===== src/rtl/core/icms_pkg.sv =====
// ----------------------------------------------------------------------------
// Interval clique sweep package
// Shared widths, limits and the command type passed from the sequencer to the
// sweep unit.
// ----------------------------------------------------------------------------
package icms_pkg;

    localparam int IN_TIME_W    = 16;
    localparam int MASK_W       = 32;
    localparam int IDX_W        = 5;
    localparam int RESULT_LIMIT = 32;

    typedef struct packed {
        logic go;
        logic dropped;
    } t_sweep_cmd;

endpackage


===== src/rtl/core/icms_ram.sv =====
// ----------------------------------------------------------------------------
// Generic RAM
// One write port and one read port with registered read data.
// ----------------------------------------------------------------------------
module icms_ram #(
    parameter int WIDTH = 16,
    parameter int DEPTH = 32
) (
    input  logic                     i_clk,
    input  logic                     i_we,
    input  logic [$clog2(DEPTH)-1:0] i_waddr,
    input  logic [WIDTH-1:0]         i_wdata,
    input  logic [$clog2(DEPTH)-1:0] i_raddr,
    output logic [WIDTH-1:0]         o_rdata
);

    logic [WIDTH-1:0] r_mem [DEPTH];
    logic [WIDTH-1:0] r_rdata;

    always_ff @(posedge i_clk) begin
        if (i_we) begin
            r_mem[i_waddr] <= i_wdata;
        end
        r_rdata <= r_mem[i_raddr];
    end

    assign o_rdata = r_rdata;

endmodule


===== src/rtl/core/icms_rank_cmp.sv =====
// ----------------------------------------------------------------------------
// Event rank comparator
// Tells how many of the two events of one job sort before the event under
// ranking, by time, then finish time, then event code.
// ----------------------------------------------------------------------------
module icms_rank_cmp #(
    parameter int TW = 16,
    parameter int CW = 6
) (
    input  logic [TW-1:0] i_tc,
    input  logic [TW-1:0] i_fc,
    input  logic [CW-1:0] i_c,
    input  logic [TW-1:0] i_s,
    input  logic [TW-1:0] i_f,
    input  logic [CW-2:0] i_j,
    output logic [1:0]    o_cnt
);

    logic [CW-1:0] w_cs;
    logic [CW-1:0] w_ce;
    logic          w_start_lt;
    logic          w_end_lt;

    assign w_cs = {i_j, 1'b0};
    assign w_ce = {i_j, 1'b1};

    assign w_start_lt = (i_s < i_tc) ||
                        ((i_s == i_tc) && ((i_f < i_fc) ||
                                           ((i_f == i_fc) && (w_cs < i_c))));
    assign w_end_lt   = (i_f < i_tc) ||
                        ((i_f == i_tc) && ((i_f < i_fc) ||
                                           ((i_f == i_fc) && (w_ce < i_c))));

    assign o_cnt = {1'b0, w_start_lt} + {1'b0, w_end_lt};

endmodule


===== src/rtl/core/icms_sweep.sv =====
// ----------------------------------------------------------------------------
// Clique sweep unit
// Walks the sorted event list, tracks the active job mask and delivers one
// output beat per maximal subset.
// ----------------------------------------------------------------------------
module icms_sweep import icms_pkg::*; #(
    parameter int MAX_JOBS = 32
) (
    input  logic                                i_clk,
    input  logic                                i_rst_n,
    input  t_sweep_cmd                          i_cmd,
    input  logic [$clog2(MAX_JOBS+1)-1:0]       i_n,
    output logic [$clog2(MAX_JOBS)+1-1:0]       o_raddr,
    input  logic [$clog2(MAX_JOBS)+1-1:0]       i_rdata,
    output logic                                o_valid,
    input  logic                                i_ready,
    output logic [IDX_W-1:0]                    o_clique_index,
    output logic [MASK_W-1:0]                   o_member_mask,
    output logic                                o_overflow,
    output logic                                o_last_clique,
    output logic                                o_done
);

    localparam int JW  = $clog2(MAX_JOBS);
    localparam int CW  = JW + 1;
    localparam int CNW = $clog2(MAX_JOBS + 1);

    typedef enum logic [3:0] {
        SW_IDLE = 4'b0001,
        SW_RD   = 4'b0010,
        SW_EVAL = 4'b0100,
        SW_OUT  = 4'b1000
    } t_sw_state;

    t_sw_state         r_state, n_state;
    logic [CNW-1:0]    r_n, n_n;
    logic              r_drop, n_drop;
    logic [CNW:0]      r_i, n_i;
    logic [CNW-1:0]    r_starts, n_starts;
    logic              r_after, n_after;
    logic [MASK_W-1:0] r_mask, n_mask;
    logic [MASK_W-1:0] r_omask, n_omask;
    logic [IDX_W-1:0]  r_k, n_k;
    logic              r_final, n_final;

    logic [CNW:0]      w_ne;
    logic [MASK_W-1:0] w_bit;

    assign w_ne  = {r_n, 1'b0};
    assign w_bit = {{(MASK_W-1){1'b0}}, 1'b1} << i_rdata[CW-1:1];

    always_comb begin
        n_state  = r_state;
        n_n      = r_n;
        n_drop   = r_drop;
        n_i      = r_i;
        n_starts = r_starts;
        n_after  = r_after;
        n_mask   = r_mask;
        n_omask  = r_omask;
        n_k      = r_k;
        n_final  = r_final;
        case (r_state)
            SW_IDLE: begin
                if (i_cmd.go) begin
                    n_n      = i_n;
                    n_drop   = i_cmd.dropped;
                    n_i      = '0;
                    n_starts = '0;
                    n_after  = 1'b1;
                    n_mask   = '0;
                    n_k      = '0;
                    n_final  = 1'b0;
                    n_state  = SW_RD;
                end
            end
            SW_RD: begin
                if (r_i == w_ne) begin
                    n_omask = r_mask;
                    n_final = 1'b1;
                    n_state = SW_OUT;
                end else begin
                    n_state = SW_EVAL;
                end
            end
            SW_EVAL: begin
                n_i = r_i + 1'b1;
                if (!i_rdata[0]) begin
                    n_starts = r_starts + 1'b1;
                    n_mask   = r_mask | w_bit;
                    n_after  = 1'b1;
                    n_state  = SW_RD;
                end else if (r_starts == r_n) begin
                    n_omask = r_mask;
                    n_final = 1'b1;
                    n_state = SW_OUT;
                end else if (r_after) begin
                    n_omask = r_mask;
                    n_final = (r_k == IDX_W'(RESULT_LIMIT - 1));
                    n_after = 1'b0;
                    n_mask  = r_mask & ~w_bit;
                    n_state = SW_OUT;
                end else begin
                    n_mask  = r_mask & ~w_bit;
                    n_state = SW_RD;
                end
            end
            SW_OUT: begin
                if (i_ready) begin
                    if (r_final) begin
                        n_state = SW_IDLE;
                    end else begin
                        n_k     = r_k + 1'b1;
                        n_state = SW_RD;
                    end
                end
            end
            default: begin
                n_state = SW_IDLE;
            end
        endcase
    end

    always_ff @(posedge i_clk) begin
        if (!i_rst_n) begin
            r_state <= SW_IDLE;
        end else begin
            r_state <= n_state;
        end
        r_n      <= n_n;
        r_drop   <= n_drop;
        r_i      <= n_i;
        r_starts <= n_starts;
        r_after  <= n_after;
        r_mask   <= n_mask;
        r_omask  <= n_omask;
        r_k      <= n_k;
        r_final  <= n_final;
    end

    assign o_raddr        = r_i[CW-1:0];
    assign o_valid        = (r_state == SW_OUT);
    assign o_clique_index = r_k;
    assign o_member_mask  = r_omask;
    assign o_overflow     = r_drop;
    assign o_last_clique  = r_final;
    assign o_done         = (r_state == SW_OUT) && i_ready && r_final;

endmodule


===== src/rtl/core/interval_max_clique_sweep_top.sv =====
// ----------------------------------------------------------------------------
// Interval maximal clique sweep
// Jobs arrive one beat each on the input channel as start and finish times.
// The beat with i_last set closes the set. Each job's two events are ranked
// by counting, for every event, the events that sort before it; one shared
// comparator pair checks both events of one job per cycle against the event
// being ranked. The ranked list is then swept, each event read and then
// evaluated in turn, and each maximal subset leaves on the output channel as
// one beat, the last one marked by o_last_clique.
// While jobs load, one beat is taken per cycle. From the closing beat until
// the final result beat is taken, the input is not ready. A stalled receiver
// holds the sweep; the result beat stays unchanged until it is taken.
// Reset clears the job count, the overflow flag and both sequencers; the
// job and event memories are left as they are and are rewritten every set.
// Jobs beyond MAX_JOBS are dropped and flagged on every result of the set.
// ----------------------------------------------------------------------------
module interval_max_clique_sweep_top import icms_pkg::*; #(
    parameter int MAX_JOBS  = 32,
    parameter int TIME_BITS = 16
) (
    input  logic                  i_clk,
    input  logic                  i_rst_n,
    input  logic                  i_valid,
    output logic                  o_ready,
    input  logic [IN_TIME_W-1:0]  i_job_start,
    input  logic [IN_TIME_W-1:0]  i_job_finish,
    input  logic                  i_last,
    output logic                  o_valid,
    input  logic                  i_ready,
    output logic [IDX_W-1:0]      o_clique_index,
    output logic [MASK_W-1:0]     o_member_mask,
    output logic                  o_overflow,
    output logic                  o_last_clique
);

    localparam int JW  = $clog2(MAX_JOBS);
    localparam int CW  = JW + 1;
    localparam int CNW = $clog2(MAX_JOBS + 1);

    typedef enum logic [4:0] {
        S_LOAD   = 5'b00001,
        S_KEYRD  = 5'b00010,
        S_KEYLAT = 5'b00100,
        S_SCAN   = 5'b01000,
        S_SWEEP  = 5'b10000
    } t_state;

    t_state           r_state, n_state;
    logic [CNW-1:0]   r_count, n_count;
    logic             r_dropped, n_dropped;
    logic [CNW-1:0]   r_n, n_n;
    logic             r_drop_set, n_drop_set;
    logic [CW-1:0]    r_c, n_c;
    logic [CW-1:0]    r_ne_m1, n_ne_m1;
    logic [TIME_BITS-1:0] r_tc, n_tc;
    logic [TIME_BITS-1:0] r_fc, n_fc;
    logic [CNW-1:0]   r_j, n_j;
    logic             r_pv, n_pv;
    logic [JW-1:0]    r_pj, n_pj;
    logic [CW-1:0]    r_rank, n_rank;

    logic             w_accept;
    logic             w_fits;
    logic             w_store_we;
    logic [CNW-1:0]   w_after;
    logic [CNW-1:0]   w_nm1;
    logic [JW-1:0]    w_st_raddr;
    logic [TIME_BITS-1:0] w_rd_s;
    logic [TIME_BITS-1:0] w_rd_f;
    logic [1:0]       w_cnt;
    logic             w_scan_done;
    logic [CW-1:0]    w_ev_raddr;
    logic [CW-1:0]    w_ev_rdata;
    t_sweep_cmd       w_cmd;
    logic             w_sw_done;

    assign o_ready     = (r_state == S_LOAD);
    assign w_accept    = i_valid && o_ready;
    assign w_fits      = (r_count < CNW'(MAX_JOBS));
    assign w_store_we  = w_accept && w_fits;
    assign w_after     = w_fits ? (r_count + 1'b1) : r_count;
    assign w_nm1       = w_after - 1'b1;
    assign w_st_raddr  = (r_state == S_KEYRD) ? r_c[CW-1:1] : r_j[JW-1:0];
    assign w_scan_done = (r_state == S_SCAN) && (r_j == r_n) && !r_pv;

    assign w_cmd.go      = w_scan_done && (r_c == r_ne_m1);
    assign w_cmd.dropped = r_drop_set;

    icms_ram #(
        .WIDTH (TIME_BITS),
        .DEPTH (MAX_JOBS)
    ) u_start_ram (
        .i_clk   (i_clk),
        .i_we    (w_store_we),
        .i_waddr (r_count[JW-1:0]),
        .i_wdata (TIME_BITS'(i_job_start)),
        .i_raddr (w_st_raddr),
        .o_rdata (w_rd_s)
    );

    icms_ram #(
        .WIDTH (TIME_BITS),
        .DEPTH (MAX_JOBS)
    ) u_finish_ram (
        .i_clk   (i_clk),
        .i_we    (w_store_we),
        .i_waddr (r_count[JW-1:0]),
        .i_wdata (TIME_BITS'(i_job_finish)),
        .i_raddr (w_st_raddr),
        .o_rdata (w_rd_f)
    );

    icms_ram #(
        .WIDTH (CW),
        .DEPTH (2 * MAX_JOBS)
    ) u_event_ram (
        .i_clk   (i_clk),
        .i_we    (w_scan_done),
        .i_waddr (r_rank),
        .i_wdata (r_c),
        .i_raddr (w_ev_raddr),
        .o_rdata (w_ev_rdata)
    );

    icms_rank_cmp #(
        .TW (TIME_BITS),
        .CW (CW)
    ) u_rank_cmp (
        .i_tc  (r_tc),
        .i_fc  (r_fc),
        .i_c   (r_c),
        .i_s   (w_rd_s),
        .i_f   (w_rd_f),
        .i_j   (r_pj),
        .o_cnt (w_cnt)
    );

    icms_sweep #(
        .MAX_JOBS (MAX_JOBS)
    ) u_sweep (
        .i_clk          (i_clk),
        .i_rst_n        (i_rst_n),
        .i_cmd          (w_cmd),
        .i_n            (r_n),
        .o_raddr        (w_ev_raddr),
        .i_rdata        (w_ev_rdata),
        .o_valid        (o_valid),
        .i_ready        (i_ready),
        .o_clique_index (o_clique_index),
        .o_member_mask  (o_member_mask),
        .o_overflow     (o_overflow),
        .o_last_clique  (o_last_clique),
        .o_done         (w_sw_done)
    );

    always_comb begin
        n_state    = r_state;
        n_count    = r_count;
        n_dropped  = r_dropped;
        n_n        = r_n;
        n_drop_set = r_drop_set;
        n_c        = r_c;
        n_ne_m1    = r_ne_m1;
        n_tc       = r_tc;
        n_fc       = r_fc;
        n_j        = r_j;
        n_pv       = r_pv;
        n_pj       = r_pj;
        n_rank     = r_rank;
        case (r_state)
            S_LOAD: begin
                if (w_accept) begin
                    if (i_last) begin
                        n_n        = w_after;
                        n_ne_m1    = {w_nm1[JW-1:0], 1'b1};
                        n_drop_set = r_dropped || !w_fits;
                        n_count    = '0;
                        n_dropped  = 1'b0;
                        n_c        = '0;
                        n_state    = S_KEYRD;
                    end else begin
                        n_count   = w_after;
                        n_dropped = r_dropped || !w_fits;
                    end
                end
            end
            S_KEYRD: begin
                n_state = S_KEYLAT;
            end
            S_KEYLAT: begin
                n_tc    = r_c[0] ? w_rd_f : w_rd_s;
                n_fc    = w_rd_f;
                n_j     = '0;
                n_pv    = 1'b0;
                n_rank  = '0;
                n_state = S_SCAN;
            end
            S_SCAN: begin
                if (r_pv) begin
                    n_rank = r_rank + CW'(w_cnt);
                end
                if (r_j != r_n) begin
                    n_pj = r_j[JW-1:0];
                    n_pv = 1'b1;
                    n_j  = r_j + 1'b1;
                end else begin
                    n_pv = 1'b0;
                end
                if (w_scan_done) begin
                    n_c     = r_c + 1'b1;
                    n_state = (r_c == r_ne_m1) ? S_SWEEP : S_KEYRD;
                end
            end
            S_SWEEP: begin
                if (w_sw_done) begin
                    n_state = S_LOAD;
                end
            end
            default: begin
                n_state = S_LOAD;
            end
        endcase
    end

    always_ff @(posedge i_clk) begin
        if (!i_rst_n) begin
            r_state   <= S_LOAD;
            r_count   <= '0;
            r_dropped <= 1'b0;
        end else begin
            r_state   <= n_state;
            r_count   <= n_count;
            r_dropped <= n_dropped;
        end
        r_n        <= n_n;
        r_drop_set <= n_drop_set;
        r_c        <= n_c;
        r_ne_m1    <= n_ne_m1;
        r_tc       <= n_tc;
        r_fc       <= n_fc;
        r_j        <= n_j;
        r_pv       <= n_pv;
        r_pj       <= n_pj;
        r_rank     <= n_rank;
    end

endmodule

===== config.mk =====
export PLATFORM = sky130hd
export DESIGN_NAME = interval_max_clique_sweep_top
export DESIGN_NICKNAME = d
export VERILOG_FILES = /design/src/rtl/core/icms_pkg.sv /design/src/rtl/core/icms_ram.sv /design/src/rtl/core/icms_rank_cmp.sv /design/src/rtl/core/icms_sweep.sv /design/src/rtl/core/interval_max_clique_sweep_top.sv
export SDC_FILE = /design/constraint.sdc
export NUM_CORES = 2
export LEC_CHECK = 0
export BUFFER_PORTS_ARGS = -buffer_cell sky130_fd_sc_hd__buf_2
export CAP_MARGIN = 0
export CORE_AREA = 2 2 400 402
export DETAILED_ROUTE_END_ITERATION = 8
export DIE_AREA = 0 0 402 404
export PLACE_DENSITY_LB_ADDON = 0.2
export SLEW_MARGIN = 20
export SYNTH_ARGS = -nofsm -noshare
export SYNTH_HDL_FRONTEND = slang
export SYNTH_SLANG_ARGS = --single-unit

===== constraint.sdc =====
create_clock -name i_clk -period 4.51 [get_ports i_clk]
set_input_delay 0.2255 -clock i_clk [delete_from_list [all_inputs] [get_ports i_clk]]
set_output_delay 0.2255 -clock i_clk [all_outputs]
set_load 0.005 [all_outputs]

==> impl_metrics.py <==
metrics = {
    "setup_path": {
        "crit_slowest_cell": "o22ai_4",
        "worstSetupEndpointType": "register",
        "crit_fanout": 33,
        "worstSetupPathType": "register to register",
        "crit_chain": "nor3_4 > a21boi_1 > o22ai_4 > buf_12 > o22ai_1 > nor4_1 > mux2i_1",
        "critPathMaxStageDelay_ns": 0.97,
        "worst_setup_path_start_kind": "register",
        "critPathTopFamily": "compound AO/OA/AOI/OAI gates",
        "cp_data_arrival_time_ns": 4.70,
        "worst_ep_required_time_ns": 5.16,
        "path_buf_inv": 1,
    },
    "drt": {
        "num_vias": 58500,
        "drtAntennaViolNets": 0,
        "firstDrtPassIters": 9,
        "drc_errors": 0,
        "vias_per_cell": 6.80,
        "first_iter_violations": 8563,
        "drt_wl_total_mm": 245,
        "post_drt_wl_per_cell_um": 28.5,
    },
    "power_and_ir_drop": {
        "p_switching_mw": 13.6,
        "clkPwrFrac_pct": 34.4,
        "combPwrFrac_pct": 22.1,
        "ir_drop_uv": 523,
        "p_sw_share_pct": 33.4,
        "p_int_mw": 27.2,
        "power.leakage_nw": 28.3,
        "pwr-share-seq_pct": 43.5,
        "power_density_nw_per_um2": 468,
    },
    "synth": {
        "synth_xor_area_share_pct": 0.591,
        "synth_compound_area_share_pct": 13.8,
        "synthAdderAreaFrac_pct": 1.08,
        "synthArstFlopShare_pct": 0,
        "synth_area_um2": 78600,
        "ys_warn_count": 0,
        "synth_flop_cell": "edfxtp_1",
        "ys_seq_area_share_pct": 61.2,
        "ys_types": 68,
        "synth_edf_count": 1567,
        "synth_nets": 6621,
        "syn_area_per_cell_um2": 12.1,
        "synthSimpleGateAreaFrac_pct": 15.2,
        "ys_ff_latch": 1621,
        "synthMuxAreaShare_pct": 4.36,
        "synth_top_family_by_area": "simple AND/OR/NAND/NOR gates",
        "syn_inst": 6517,
    },
    "sta": {
        "period_share_pct": 89.9,
        "tightest_slew_ns": 1.17,
        "max_slew_margin_pct": 21.8,
        "fmax_mhz": 247,
        "final.setup_skew_ns": 0.0561,
        "drv_slew": 0,
        "hold_violations": 0,
        "whs_ns": 0.0420,
        "fin_setup_tns_ns": 0,
        "layout_min_cycle_time_ns": 4.05,
        "rsz0062_at_grt": "no",
        "finalSetupViolCount": 0,
    },
    "flow_run": {
        "max-cap-violations": 0,
    },
    "layout": {
        "fillers": 12900,
        "area_growth_pct": 11.1,
        "nNetsFinal": 6477,
        "drive_gt1_share_pct": 11.0,
    },
    "grt": {
        "antenna_found_initial": 13,
        "grtUsageTotal_pct": 29.3,
        "grt_start_max_net_pins": 210,
        "grt_first_pass_wirelength_mm": 362,
        "grt-ovfl-total": 0,
        "grt_pass1_vias": 55100,
    },
    "clock_network": {
        "cts_resized": 0,
        "numCtsBuffers": 173,
        "cts_root_buf": "clkbuf_16",
        "h-tree-depth": 4,
        "cts.sinks": 1621,
        "ctsHoldBuffers": 36,
        "cts_tree": "built",
        "postCtsSetupBuffers": 0,
        "clkSlewWorstSetupHoldPaths_ns": 0.06,
        "clockBufferDepth": 3,
        "clk_latency_ns": 0.85,
    },
    "worst_hold_path": {
        "hold_class": "input pin to register",
    },
    "placement": {
        "dp_hpwl_mm": 137,
        "port_buffers": 77,
        "place_congestion": 0.853,
    },
    "die": {
        "die_y_um": 404,
        "ioPinCount": 78,
        "dieArea_um2": 162000,
        "initial_core_util_pct": 49.8,
        "die_w_um": 402,
        "rows": 146,
        "core_area_um2": 158000,
    },
    "outcome": {
        "status": "complete, no violations",
    },
}
-- sequential cells by signal, indices dropped and copies added (netlist names), 6 cells and up --
register / flops
r_tc: 16
r_c: 6
u_event_ram.r_mem: 384
r_j: 6
u_sweep.r_starts: 6
r_count: 6
u_sweep.r_mask: 32
u_finish_ram.r_mem: 512
u_sweep.r_n: 6
r_rank: 6
u_finish_ram.o_rdata: 16
u_event_ram.o_rdata: 6
r_fc: 16
u_sweep.o_member_mask: 32
u_start_ram.r_mem: 512
u_sweep.r_i: 7
r_n: 6
u_start_ram.o_rdata: 16
-- metal layers --
metal  track usage (%)  vias to the layer above  part of all wire (%)
met1              42.0                    29400                    40
met2              44.5                     3529                    45
met3              5.75                      534                    11
met5                 0                        -                 0.023
li1                  -                    25000                     -
met4              10.9                       10                   3.6
-- path summary, 6_finish.rpt --
path | startpoint | endpoint | slack [ns] | cells after the start
setup / recovery | r_state[4] | u_start_ram.o_rdata[11] | 0.46 | 7
hold / removal | i_job_start[6] | u_start_ram.r_mem[3][6] | 0.04 | 1
setup reg to reg | r_state[4] | u_start_ram.o_rdata[11] | 0.46 | 7
hold reg to reg | r_drop_set | u_sweep.o_overflow | 0.43 | 0
-- layout by cell type, fill, tap and decap left out, drive strengths merged, types with 7 or more instances in the layout --
master	synthesis	layout
a21oi	51	51
nor2b	14	14
ha	66	66
nor4	73	73
nand4	11	11
nor3	532	532
xor2	26	26
and2	8	8
mux2i	42	42
nand2	1069	1069
o21a	7	7
o22ai	262	262
mux4	126	126
nand3b	14	14
mux2	15	15
clkinv	0	66
o21ai	41	41
edfxtp	1567	1567
xnor2	27	27
dfxtp	54	54
nand2b	518	518
bufinv	0	9
nand3	32	32
a311oi	513	513
dlygate4sd3	0	36
or3	25	25
a22oi	512	512
nor2	165	165
inv	59	61
a21o	7	7
o211ai	7	7
buf	242	274
diode	0	7
clkbuf	387	236
-- stage by stage --
stage	power, mW	utilization [%]	instances	setup slack, ns	area (um^2)
2_1_floorplan	23.4	-	6517	0.499	78600
3_3_place_gp	26.7	51.5	8233	0.617	81300
3_5_place_dp	26.8	51.5	8233	0.530	81300
4_1_cts	40.7	55.3	8587	0.499	87300
5_1_grt	42.0	55.3	8588	0.376	87300
6_report	40.8	55.3	8595	0.455	87300
-- power by group through the flow --
stage | clock network (mW) | registers [mW] | logic, mW
floorplan | 0 | 18.1 | 5.31
global placement | 0 | 18.1 | 8.67
global route | 14.8 | 17.8 | 9.42
finish | 14.0 | 17.8 | 9.01
detailed placement | 0 | 18.1 | 8.71
CTS | 14.2 | 17.8 | 8.76
-- final cells by class --
class | instances | area [um^2] | area share, %
flip-flops and latches | 1621 | 48100 | 55.1
multi-input cells | 4208 | 27800 | 31.9
clock buffers | 236 | 4650 | 5.32
repair buffers | 310 | 2930 | 3.36
well taps | 2072 | 2590 | 2.97
clock inverters | 82 | 958 | 1.10
inverters | 59 | 229 | 0.262
diodes | 7 | 17.5 | 0.0201
-- synthesized netlist by cell type, types with 51 or more instances --
library cell | n | area (um^2)
a311oi_1 | 513 | 4490
dfxtp_1 | 54 | 1080
o22ai_1 | 259 | 1620
ha_1 | 66 | 826
mux4_2 | 126 | 2840
nand2b_1 | 518 | 3240
nor3_1 | 529 | 2650
a22oi_1 | 512 | 3840
edfxtp_1 | 1567 | 47100
a21oi_1 | 51 | 255
nor4_1 | 69 | 432
clkbuf_1 | 387 | 1450
inv_1 | 59 | 221
nand2_1 | 1069 | 4010
buf_2 | 199 | 996
nor2_1 | 163 | 612
-- cell families (layout without fill, tap and decap cells) --
family / count (synthesis) / count (layout)
flops: 1621 / 1621
xor+xnor: 53 / 53
other cells: 0 / 7
buf+inv: 688 / 687
simple gates: 2488 / 2488
fa+ha+maj: 67 / 67
mux: 183 / 183
compound gates: 1417 / 1417
Power figures use the tool's default switching activity.
